## config.mk

```make
export PLATFORM = sky130hd
export DESIGN_NAME = circular_deque_top
export DESIGN_NICKNAME = d
export VERILOG_FILES = /design/src/design/cdq_pkg.sv /design/src/design/cdq_ram.sv /design/src/design/cdq_ctrl.sv /design/src/design/cdq_dp.sv /design/src/design/circular_deque_top.sv
export SDC_FILE = /design/constraint.sdc
export NUM_CORES = 2
export LEC_CHECK = 0
export BUFFER_PORTS_ARGS = -buffer_cell sky130_fd_sc_hd__buf_2
export CAP_MARGIN = 40
export CORE_ASPECT_RATIO = 0.7
export CORE_MARGIN = 5
export CORE_UTILIZATION = 32
export DETAILED_ROUTE_END_ITERATION = 8
export PLACE_DENSITY = 0.48
export SYNTH_ARGS = -nofsm -noshare
export SYNTH_HDL_FRONTEND = slang
export SYNTH_SLANG_ARGS = --single-unit
```

## constraint.sdc

```tcl
create_clock -name clk -period 6.3 [get_ports clk]
set_input_delay 0.315 -clock clk [delete_from_list [all_inputs] [get_ports clk]]
set_output_delay 0.315 -clock clk [all_outputs]
set_load 0.02 [all_outputs]
```

## src/design/cdq_pkg.sv

```systemverilog
package cdq_pkg;

	// Ring capacity; must be a power of two.
	localparam int DEPTH = 64;
	localparam int PTR_W = $clog2(DEPTH);
	localparam int CNT_W = $clog2(DEPTH + 1);

	// Field widths of the stream payloads.
	localparam int CMD_W     = 2;
	localparam int VALUE_W   = 32;
	localparam int STATUS_W  = 2;
	localparam int ENTRY_W   = 7;
	localparam int S_TDATA_W = ((VALUE_W + 7) / 8) * 8;
	localparam int M_TDATA_W = ((VALUE_W + ENTRY_W + 7) / 8) * 8;
	localparam int M_PAD_W   = M_TDATA_W - VALUE_W - ENTRY_W;

	typedef enum logic [CMD_W-1:0] {
		OP_PUSH_FRONT = 2'd0,
		OP_PUSH_REAR  = 2'd1,
		OP_POP_FRONT  = 2'd2,
		OP_POP_REAR   = 2'd3
	} cdq_op_t;

	typedef enum logic [STATUS_W-1:0] {
		ST_DONE  = 2'd0,
		ST_FULL  = 2'd1,
		ST_EMPTY = 2'd2
	} cdq_status_t;

	typedef enum logic {
		CDQ_IDLE,
		CDQ_EXEC
	} cdq_state_t;

	// Commands from the controller to the datapath.
	typedef struct packed {
		logic accept;
		logic load_out;
	} cdq_cmd_t;

endpackage

```

## src/design/cdq_ram.sv

```systemverilog
module cdq_ram #(
	parameter int WIDTH = 32,
	parameter int DEPTH = 64
) (
	input  logic                     clk,
	input  logic                     we,
	input  logic [$clog2(DEPTH)-1:0] waddr,
	input  logic [WIDTH-1:0]         wdata,
	input  logic                     re,
	input  logic [$clog2(DEPTH)-1:0] raddr,
	output logic [WIDTH-1:0]         rdata
);

	logic [WIDTH-1:0] mem_q [DEPTH];
	logic [WIDTH-1:0] rdata_q;

	// One write port and one registered read port.
	always_ff @(posedge clk) begin
		if (we) begin
			mem_q[waddr] <= wdata;
		end
		if (re) begin
			rdata_q <= mem_q[raddr];
		end
	end

	assign rdata = rdata_q;

endmodule

```

## src/design/cdq_ctrl.sv

```systemverilog
module cdq_ctrl (
	input  logic              clk,
	input  logic              arst_n,
	input  logic              s_tvalid,
	output logic              s_tready,
	output logic              m_tvalid,
	input  logic              m_tready,
	output cdq_pkg::cdq_cmd_t cmd
);

	import cdq_pkg::*;

	cdq_state_t state_q;
	cdq_state_t state_d;
	logic       m_tvalid_q;
	logic       m_tvalid_d;

	// State and output valid registers.
	always_ff @(posedge clk or negedge arst_n) begin
		if (!arst_n) begin
			state_q    <= CDQ_IDLE;
			m_tvalid_q <= 1'b0;
		end else begin
			state_q    <= state_d;
			m_tvalid_q <= m_tvalid_d;
		end
	end

	// Next state: an accepted item moves to EXEC, where the read data is
	// captured into the output register as soon as that register is free.
	always_comb begin
		state_d      = state_q;
		s_tready     = 1'b0;
		cmd.accept   = 1'b0;
		cmd.load_out = 1'b0;
		m_tvalid_d   = m_tvalid_q && !m_tready;
		unique case (state_q)
			CDQ_IDLE: begin
				s_tready   = 1'b1;
				cmd.accept = s_tvalid;
				if (s_tvalid) begin
					state_d = CDQ_EXEC;
				end
			end
			CDQ_EXEC: begin
				if (!m_tvalid_q || m_tready) begin
					cmd.load_out = 1'b1;
					m_tvalid_d   = 1'b1;
					state_d      = CDQ_IDLE;
				end
			end
			default: begin
				state_d = CDQ_IDLE;
			end
		endcase
	end

	assign m_tvalid = m_tvalid_q;

	// A new result only appears after an item went through EXEC.
	a_rise_from_exec: assert property (@(posedge clk) disable iff (!arst_n)
		$rose(m_tvalid_q) |-> $past(state_q == CDQ_EXEC))
		else $error("output valid rose outside EXEC");

endmodule

```

## src/design/cdq_dp.sv

```systemverilog
module cdq_dp (
	input  logic                             clk,
	input  logic                             arst_n,
	input  cdq_pkg::cdq_cmd_t                cmd,
	input  logic [cdq_pkg::CMD_W-1:0]        s_tuser,
	input  logic [cdq_pkg::S_TDATA_W-1:0]    s_tdata,
	output logic [cdq_pkg::STATUS_W-1:0]     m_tuser,
	output logic [cdq_pkg::M_TDATA_W-1:0]    m_tdata
);

	import cdq_pkg::*;

	logic        [PTR_W-1:0]   front_q, rear_q;
	logic        [CNT_W-1:0]   count_q;
	logic        [PTR_W-1:0]   front_d, rear_d;
	logic        [CNT_W-1:0]   count_d;
	cdq_op_t                   op;
	logic signed [VALUE_W-1:0] value;
	logic                      full, empty;
	cdq_status_t               status_d;
	logic                      pop_ok_d;
	logic                      we_d, re_d;
	logic        [PTR_W-1:0]   waddr, raddr;
	logic signed [VALUE_W-1:0] rdata;

	cdq_status_t               status_s1;
	logic                      pop_ok_s1;
	logic        [CNT_W-1:0]   count_s1;

	cdq_status_t               out_status_q;
	logic signed [VALUE_W-1:0] out_popped_q;
	logic        [ENTRY_W-1:0] out_count_q;

	assign op    = cdq_op_t'(s_tuser);
	assign value = s_tdata[VALUE_W-1:0];
	assign full  = (count_q == CNT_W'(DEPTH));
	assign empty = (count_q == '0);

	// Pointer, count and status update for the offered operation.
	always_comb begin
		front_d  = front_q;
		rear_d   = rear_q;
		count_d  = count_q;
		status_d = ST_DONE;
		pop_ok_d = 1'b0;
		we_d     = 1'b0;
		re_d     = 1'b0;
		waddr    = '0;
		raddr    = front_q;
		unique case (op)
			OP_PUSH_FRONT, OP_PUSH_REAR: begin
				if (full) begin
					status_d = ST_FULL;
				end else if (empty) begin
					// The first entry always lands in slot zero.
					front_d = '0;
					rear_d  = '0;
					count_d = CNT_W'(1);
					we_d    = 1'b1;
				end else if (op == OP_PUSH_FRONT) begin
					front_d = front_q - PTR_W'(1);
					waddr   = front_q - PTR_W'(1);
					count_d = count_q + CNT_W'(1);
					we_d    = 1'b1;
				end else begin
					rear_d  = rear_q + PTR_W'(1);
					waddr   = rear_q + PTR_W'(1);
					count_d = count_q + CNT_W'(1);
					we_d    = 1'b1;
				end
			end
			OP_POP_FRONT, OP_POP_REAR: begin
				if (empty) begin
					status_d = ST_EMPTY;
				end else begin
					re_d     = 1'b1;
					pop_ok_d = 1'b1;
					count_d  = count_q - CNT_W'(1);
					if (op == OP_POP_FRONT) begin
						raddr   = front_q;
						front_d = front_q + PTR_W'(1);
					end else begin
						raddr  = rear_q;
						rear_d = rear_q - PTR_W'(1);
					end
					// Removing the last entry returns both pointers to zero.
					if (count_q == CNT_W'(1)) begin
						front_d = '0;
						rear_d  = '0;
					end
				end
			end
			default: begin
				status_d = ST_DONE;
			end
		endcase
	end

	cdq_ram #(
		.WIDTH (VALUE_W),
		.DEPTH (DEPTH)
	) u_ram (
		.clk   (clk),
		.we    (cmd.accept && we_d),
		.waddr (waddr),
		.wdata (value),
		.re    (cmd.accept && re_d),
		.raddr (raddr),
		.rdata (rdata)
	);

	// Queue state.
	always_ff @(posedge clk or negedge arst_n) begin
		if (!arst_n) begin
			front_q <= '0;
			rear_q  <= '0;
			count_q <= '0;
		end else if (cmd.accept) begin
			front_q <= front_d;
			rear_q  <= rear_d;
			count_q <= count_d;
		end
	end

	// Result fields held while the read data comes out of the RAM.
	always_ff @(posedge clk) begin
		if (cmd.accept) begin
			status_s1 <= status_d;
			pop_ok_s1 <= pop_ok_d;
			count_s1  <= count_d;
		end
	end

	// Output register.
	always_ff @(posedge clk) begin
		if (cmd.load_out) begin
			out_status_q <= status_s1;
			out_popped_q <= pop_ok_s1 ? rdata : '0;
			out_count_q  <= ENTRY_W'(count_s1);
		end
	end

	assign m_tuser = out_status_q;
	assign m_tdata = {{M_PAD_W{1'b0}}, out_count_q, out_popped_q};

	a_count_range: assert property (@(posedge clk) disable iff (!arst_n)
		count_q <= CNT_W'(DEPTH))
		else $error("entry count above capacity");

	a_empty_ptrs: assert property (@(posedge clk) disable iff (!arst_n)
		count_q == '0 |-> (front_q == '0 && rear_q == '0))
		else $error("pointers not at zero while empty");

	a_ptr_span: assert property (@(posedge clk) disable iff (!arst_n)
		count_q != '0 |-> (rear_q - front_q + PTR_W'(1)) == count_q[PTR_W-1:0])
		else $error("pointer span disagrees with entry count");

endmodule

```

## src/design/circular_deque_top.sv

```systemverilog
// Double-ended queue of 32-bit signed values in a ring RAM of DEPTH entries
// (cdq_pkg::DEPTH, a power of two). Each input transfer carries a command in
// s_tuser (push front, push rear, pop front, pop rear) and the value to push in
// s_tdata; each command gives exactly one output transfer with a status in
// m_tuser (done, full, empty) and the popped value and entry count after the
// operation in m_tdata. A push to a full queue and a pop from an empty one are
// rejected and leave the queue unchanged. Each item first passes IDLE, where the
// pointers are updated and the RAM is written or addressed, and then EXEC, where
// the RAM's registered read data is captured into the output register once that
// register is free; a new command is only taken after that capture. The input
// side is taken even while a finished result still waits on m_tready. The RAM
// needs no clearing after reset; only written entries are ever read back.
module circular_deque_top (
	input  logic                          clk,
	input  logic                          arst_n,
	input  logic                          s_tvalid,
	output logic                          s_tready,
	input  logic [cdq_pkg::S_TDATA_W-1:0] s_tdata,  // value[31:0]
	input  logic [cdq_pkg::CMD_W-1:0]     s_tuser,  // cmd[1:0]
	output logic                          m_tvalid,
	input  logic                          m_tready,
	output logic [cdq_pkg::M_TDATA_W-1:0] m_tdata,  // popped_value[31:0], entry_count[38:32], zero pad
	output logic [cdq_pkg::STATUS_W-1:0]  m_tuser   // status[1:0]
);

	import cdq_pkg::*;

	cdq_cmd_t cmd;

	// Handshake and sequencing.
	cdq_ctrl u_ctrl (
		.clk      (clk),
		.arst_n   (arst_n),
		.s_tvalid (s_tvalid),
		.s_tready (s_tready),
		.m_tvalid (m_tvalid),
		.m_tready (m_tready),
		.cmd      (cmd)
	);

	// Pointers, count, ring RAM and output register.
	cdq_dp u_dp (
		.clk     (clk),
		.arst_n  (arst_n),
		.cmd     (cmd),
		.s_tuser (s_tuser),
		.s_tdata (s_tdata),
		.m_tuser (m_tuser),
		.m_tdata (m_tdata)
	);

endmodule

```

# ---- Yosys cells after proc, flatten, opt, wreduce, memory -nomap -nowiden
# Memory sizes are Yosys's and may differ from the RTL's. A register that Yosys moved wholly into a read port is not among the register bits.
# Index checks and enable logic that the tools add are counted.
dict set report classes {
  add_sub_neg 6
  eq_ne 11
  mux 43
  n_bitwise 1
  n_reduce_logical 12
}
# operator n
set ops {}
lappend ops {{6-bit two-way mux} 19}
lappend ops {{6-bit case mux with 2 select lines} 2}
lappend ops {{7-bit two-way mux} 3}
lappend ops {{1-bit two-way mux} 15}
lappend ops {{7-bit case mux with 2 select lines} 1}
lappend ops {{6-bit by 1-bit adder with 6-bit output, second input constant} 2}
lappend ops {{6-bit by 1-bit subtractor with 6-bit output, second input constant} 2}
lappend ops {{5-bit AND reduction} 2}
lappend ops {{7-bit by 1-bit adder with 7-bit output, second input constant} 1}
lappend ops {{7-bit by 1-bit equality test with 1-bit output, second input constant} 1}
lappend ops {{7-bit equality test, second input constant} 1}
lappend ops {{7-bit zero test} 1}
lappend ops {{7-bit by 1-bit subtractor with 7-bit output, second input constant} 1}
lappend ops {{3-bit by 1-bit inequality test with 1-bit output, second input constant} 2}
lappend ops {{2-bit equality test, second input constant} 2}
lappend ops {{2-bit inequality test, second input constant} 2}
lappend ops {{2-bit case mux with 2 select lines} 1}
lappend ops {{2-bit OR reduction} 2}
lappend ops {{1-bit logical AND} 3}
lappend ops {{3-bit by 2-bit inequality test with 1-bit output, second input constant} 1}
lappend ops {{3-bit inequality test, second input constant} 1}
lappend ops {{2-bit by 1-bit equality test with 1-bit output, second input constant} 1}
lappend ops {{1-bit zero test} 2}
lappend ops {{2-bit zero test} 1}
lappend ops {{other kinds (4)} 4}
dict set report totals {
  register_bits 72
  ramBits 2048
  input_bits 38
  output_inout_bits 44
  word_cells 85
  n_memories 1
}
# memory words width read_ports rd_ports_with_merged_regs wr line
set memory_table {}
lappend memory_table {u_dp.u_ram.mem_q 64 32 1 1 1 cdq_ram.sv:14} ;# logic [WIDTH-1:0] mem_q [DEPTH];

# ---- Longest topological paths before layout
dict set report depth {
  ltp_word 6
  mapped_depth 16
  ltp_nobuf 11
}

# ---- By module
# A second synthesis with hierarchy kept.
dict set report unflattened {
  cells_unflattened 3637
  area_unflattened_um2 82474.1
}
# mod instances cells_per_inst area_each_um2 seq_area_each_um2
set modules_own_cells {}
lappend modules_own_cells {cdq_ram 1 3324 78835.6 62459.9}
lappend modules_own_cells {cdq_dp 1 305 3544.6 2006.9}
lappend modules_own_cells {cdq_ctrl 1 8 93.8 50.0}

# ---- Worst setup path after synthesis
# OpenSTA, ideal clock, no wires.
dict set report synth_path {
  path_kind {register to register}
  startpoint {register u_dp.front_q[1]}
  endpoint {memory u_dp.u_ram.mem_q[56][0] (enable)}
  setup_time_ns 0.421
  t_arrival_ns 3.401
  t_required_ns 5.879
  slack_ns 2.478
  path_stages_with_launch 9
  n_path_buf 1
  period_less_slack_ns 3.822
  path_cell_list {dfrtp_1 clkbuf_1 or3_1 xnor2_1 nor2_1 a211oi_1 nor2b_1 nand3_1 nor2_1}
}
dict set report synth_via {
  elab_chain_cells 5
}
# element line
set synth_rtl {}
lappend synth_rtl {{from (decl)} cdq_dp.sv:13} ;# logic [PTR_W-1:0] front_q, rear_q;
lappend synth_rtl {{from (signal assigned)} cdq_dp.sv:119} ;# front_q <= front_d;
lappend synth_rtl {{6-bit by 1-bit subtractor with 6-bit output} cdq_dp.sv:62} ;# waddr = front_q - PTR_W'(1);
lappend synth_rtl {{6-bit two-way mux} cdq_dp.sv:60} ;# end else if (op == OP_PUSH_FRONT) begin
lappend synth_rtl {{6-bit two-way mux} cdq_dp.sv:54} ;# end else if (empty) begin
lappend synth_rtl {{6-bit two-way mux} cdq_dp.sv:52} ;# if (full) begin
lappend synth_rtl {{6-bit two-way mux} cdq_dp.sv:50} ;# unique case (op)
lappend synth_rtl {{to (decl)} cdq_ram.sv:14}
# Every way passes these cells.

# ---- Worst setup path in the final report
dict set report layout_path {
  startpoint {register u_dp.count_q[0]}
  endpoint {register u_dp.u_ram.rdata_q[21], in the netlist u_dp.u_ram.rdata[21] (read register of u_dp.u_ram.mem_q), data pin}
}
dict set report layout_via {
  elab_chain_cells 4
  elab_cells_between_ends 6
  classes_between {mux (4); reduce/logical (2)}
}
# element line
set layout_rtl {}
lappend layout_rtl {{from (decl)} cdq_dp.sv:14} ;# logic [CNT_W-1:0] count_q;
lappend layout_rtl {{from (signal assigned)} cdq_dp.sv:121} ;# count_q <= count_d;
lappend layout_rtl {{7-bit zero test (*)} cdq_dp.sv:37} ;# assign empty = (count_q == '0);
lappend layout_rtl {{1-bit two-way mux} cdq_dp.sv:73} ;# if (empty) begin
lappend layout_rtl {{1-bit two-way mux} cdq_dp.sv:50}
lappend layout_rtl {{1-bit logical AND} cdq_dp.sv:107} ;# .re (cmd.accept && re_d),
lappend layout_rtl {{to (decl)} cdq_ram.sv:15} ;# logic [WIDTH-1:0] rdata_q;
# Every way passes the cells marked *; elsewhere a longest branch is shown, timed or not.
# A chain may end at the register's enable or synchronous reset.

==> flow_summary_export.csv <==
group,metric,value,unit
global_routing,grt_max_degree,103,
logic_synthesis,synth_area,82600,µm²
logic_synthesis,synthCells,4452,
floorplanning,die_h,435,µm
global_routing,grt.met2_usage,28.5,%
global_routing,grt_pass1_vias,43800,
drt,drc,0,
clocking,numCtsBuffers,207,
global_routing,grt_usage,19.7,%
floorplanning,die_area,269000,µm²
floorplanning,start_util,32.1,%
clocking,cts.sinks,2152,
critical_path,r2r_slack,0.94,ns
power_and_ir_drop,p_leak,34.2,nW
critical_path,worstPathArrival,5.89,ns
critical_path,cp_cell_sequence,"inv_1 > ha_1 > nor2b_1 > nand2_4 > nand2_4 > inv_2 > and2_4 > mux2i_4 > buf_4 > buf_4 > o22ai_1 > o41ai_1 > o2111ai_1",
logic_synthesis,async_flop_share,0.976,%
floorplanning,core-area,257000,µm²
timing,hold_violations,0,
outcome,status,"finished, final reports clean",
global_routing,top_usage_layer,"met1",
timing,fmax,0.187,GHz
final_layout,syn_to_final_growth,16.6,%
final_layout,drive_gt1_share,14.2,%
timing,finClkSkew,0.0397,ns
timing,worst_slack,0.942,ns
critical_path,worst_setup_path_start_kind,"register",
worst_hold_path,hp-start,"s_tdata[18]",
timing,relSlewSlack,28.7,%
critical_path,critPathLaunch,"u_dp.count_q[0]",
timing,period_needed,5.36,ns
power_and_ir_drop,p_int,26.7,mW
power_and_ir_drop,switchingPower,12.5,mW
worst_hold_path,hold_path_class,"input port to register",
placed_design,place_ws,1.02,ns
power_and_ir_drop,peakVddDrop,0.000447,V
power_and_ir_drop,power.combinational.fraction,27.6,%
global_routing,met1_usage,30.9,%
clocking,cts-resized-gates,0,
global_routing,grt_overflow_total,0,
clocking,cts.path.max_buffers,4,
drt,wl_per_cell,32.9,µm
critical_path,cp_slowest_stage_delay,0.88,ns
logic_synthesis,yosysWarnings,0,
power_and_ir_drop,powerDensity,407,nW/µm²
timing,setup-tns-final,0,ns
critical_path,cpLargestDelayFamily,"compound AO/OA/AOI/OAI gates",
placed_design,dpl_cell_area,89800,µm²
timing,maxSlewViolCount,0,
drt,dr.first_iter.drc_count,5482,
final_layout,nets,4818,
timing,fin_crit_sh,85.0,%
clocking,root_buffer,"clkbuf_16",
clocking,clk_latency,0.85,ns
logic_synthesis,synthesis.nets,4498,
critical_path,critPathSlowestCell,"o41ai_1",
timing,tightest_slew,1.06,ns
timing,rsz0062_at_grt,"no",
drt,num_vias,45300,
floorplanning,row_count,156,
flow_run,drv_cap,0,
placed_design,port_buffers,80,
clocking,tritoncts,"yes",
critical_path,path_buf_inv,4,
global_routing,antenna_found_initial,20,
clocking,htreeDepth,4,
power_and_ir_drop,p_seq_share,42.1,%
clocking,post-cts-setup-buffers,0,
placed_design,dp_hpwl,156,mm
placed_design,gp_congestion,0.776,
global_routing,grt_pass1_wl,372,mm
logic_synthesis,seq_area_frac_synth,78.1,%
logic_synthesis,synth-main-ff-cell,"edfxtp_1",
critical_path,critical_path.endpoint_type,"register",
drt,drtAntennaViolNets,0,
logic_synthesis,ys_types,54,
critical_path,criticalPathCategory,"register to register",
drt,viasPerCell,5.45,
critical_path,worstReg2RegStart,"u_dp.count_q[0]",
critical_path,crit_fanout,16,
floorplanning,die_width,617,µm
logic_synthesis,ys_seq_elements,2152,
power_and_ir_drop,p_total,39.1,mW
final_layout,finalInstanceArea,96300,µm²
clocking,cts.clk_slew.worst_paths,0.06,ns
critical_path,critPathRequiredTime,6.83,ns
floorplanning,io_pins,82,
global_routing,use_met3,3.06,%
power_and_ir_drop,clkPwrFrac,30.3,%
logic_synthesis,syn_area_per_cell,18.6,µm²
power_and_ir_drop,p_sw_share,31.9,%
drt,finalWirelength,273,mm
timing,finalSetupViolations,0,
drt,first_pass_iters,5,
logic_synthesis,synth_edf_count,2131,
## per-stage QoR
| step | hold WS (ns) | util, % | cells |
|---|---|---|---|
| after detailed placement | 0.329 | 34.9 | 7933 |
| after global placement | 0.335 | 34.6 | 7886 |
| after CTS | 0.00544 | 37.4 | 8317 |
| after floorplan | 0.0194 | - | 4452 |
| final | 0.0694 | 37.4 | 8320 |
| after global routing | 0.0514 | 37.4 | 8319 |
## synthesized netlist by cell type (12+ instances only)
cell          n  area share, %
and2_1       36           0.27
o41ai_1      96            1.0
o21ai_0      24           0.15
o22ai_1     517            3.9
edfxtp_1   2131             77
inv_1        12          0.055
nand2_1      34           0.15
a21oi_1      16          0.097
dfrtp_1      21           0.64
clkbuf_1     75           0.34
mux2i_1    1029             12
o2111ai_1    32           0.34
buf_2       122           0.74
nor2_1       89           0.40
buf_1        12          0.055
nor4_1       32           0.24
nand3_1      22           0.13
buf_4        46           0.42
## logic make-up after synthesis
logic type	after synthesis	synth area share (%)
compound gates	713	5.78
simple gates	254	1.55
buf+inv	275	1.69
mux	1041	12.6
xor+xnor	8	0.0848
other cells	1	0.00454
fa+ha+maj	8	0.121
flops	2152	78.1
## flip-flops by register name (all words and copies together) (netlist names)
register	cells
u_dp.u_ram.mem_q	2048
u_dp.out_popped_q	32
u_dp.u_ram.rdata	32
u_dp.count_q	7
u_dp.count_s1	7
u_dp.out_count_q	7
u_dp.front_q	6
u_dp.rear_q	6
u_dp.m_tuser	2
u_dp.status_s1	2
u_ctrl.m_tvalid	1
u_ctrl.state_q	1
u_dp.pop_ok_s1	1
## layer usage
layer	vias up	part of all wire, %
li1	18900	-
met1	24400	49
met2	1705	43
met3	341	6.5
met4	6	2.4
met5	-	0.015
## layout make-up
| type | instances | area [µm²] |
|---|---|---|
| Timing Repair Buffer | 371 | 3880 |
| Tap cell | 3397 | 4250 |
| Multi-Input combinational cell | 2025 | 17400 |
| Fill cell | 23600 | 161000 |
| Clock inverter | 82 | 658 |
| Sequential cell | 2152 | 64500 |
| Clock buffer | 276 | 5530 |
| Inverter | 15 | 56.3 |
| Antenna cell | 2 | 5.00 |
## placed cells by master (no fill, tap or decap), types with 7 or more instances in the layout
| cell type | synthesis | layout |
|---|---|---|
| edfxtp_1 | 2131 | 2131 |
| mux2i_1 | 1029 | 1025 |
| o22ai_1 | 517 | 517 |
| clkbuf_16 | 0 | 210 |
| buf_4 | 46 | 156 |
| o41ai_1 | 96 | 92 |
| buf_2 | 122 | 90 |
| buf_12 | 0 | 84 |
| nor2_4 | 0 | 65 |
| clkbuf_1 | 75 | 63 |
| clkinv_1 | 1 | 39 |
| and2_1 | 36 | 35 |
| nand2_1 | 34 | 34 |
| o2111ai_1 | 32 | 32 |
| nor4_1 | 32 | 31 |
| dlygate4sd3_1 | 0 | 26 |
| nor2_1 | 89 | 24 |
| o21ai_0 | 24 | 24 |
| clkinv_2 | 0 | 24 |
| nand3_1 | 22 | 22 |
| dfrtp_1 | 21 | 21 |
| a21oi_1 | 16 | 16 |
| inv_1 | 12 | 12 |
| bufinv_16 | 0 | 10 |
| mux2_2 | 11 | 8 |
| ha_1 | 8 | 8 |
| buf_16 | 0 | 8 |
| nor3_1 | 7 | 7 |
## worst paths after layout
| kind | endpoint | cells past startpoint |
|---|---|---|
| setup / recovery | u_dp.u_ram.rdata[21] | 13 |
| hold / removal | u_dp.u_ram.mem_q[58][18] | 1 |
| setup reg to reg | u_dp.u_ram.rdata[21] | 13 |
| hold reg to reg | u_dp.m_tuser[0] | 0 |
| max in group asynchronous | u_dp.rear_q[0] | 4 |
| min in group asynchronous | u_dp.count_q[0] | 3 |
## timing repair
item                       4_1_cts  5_1_grt
setup endpoints to repair        0        0
hold buffers                    26        0
hold endpoints to repair       423        0
## power groups by stage
stage / logic (mW) / registers [mW] / clock network (mW)
after global placement: 10.6 / 16.8 / 0
after floorplan: 6.74 / 16.6 / 0
after detailed placement: 10.7 / 16.8 / 0
final: 10.8 / 16.5 / 11.9
after global routing: 11.3 / 16.5 / 12.7
after CTS: 10.8 / 16.5 / 12.1
No activity file was read; power rests on OpenSTA's default activity.
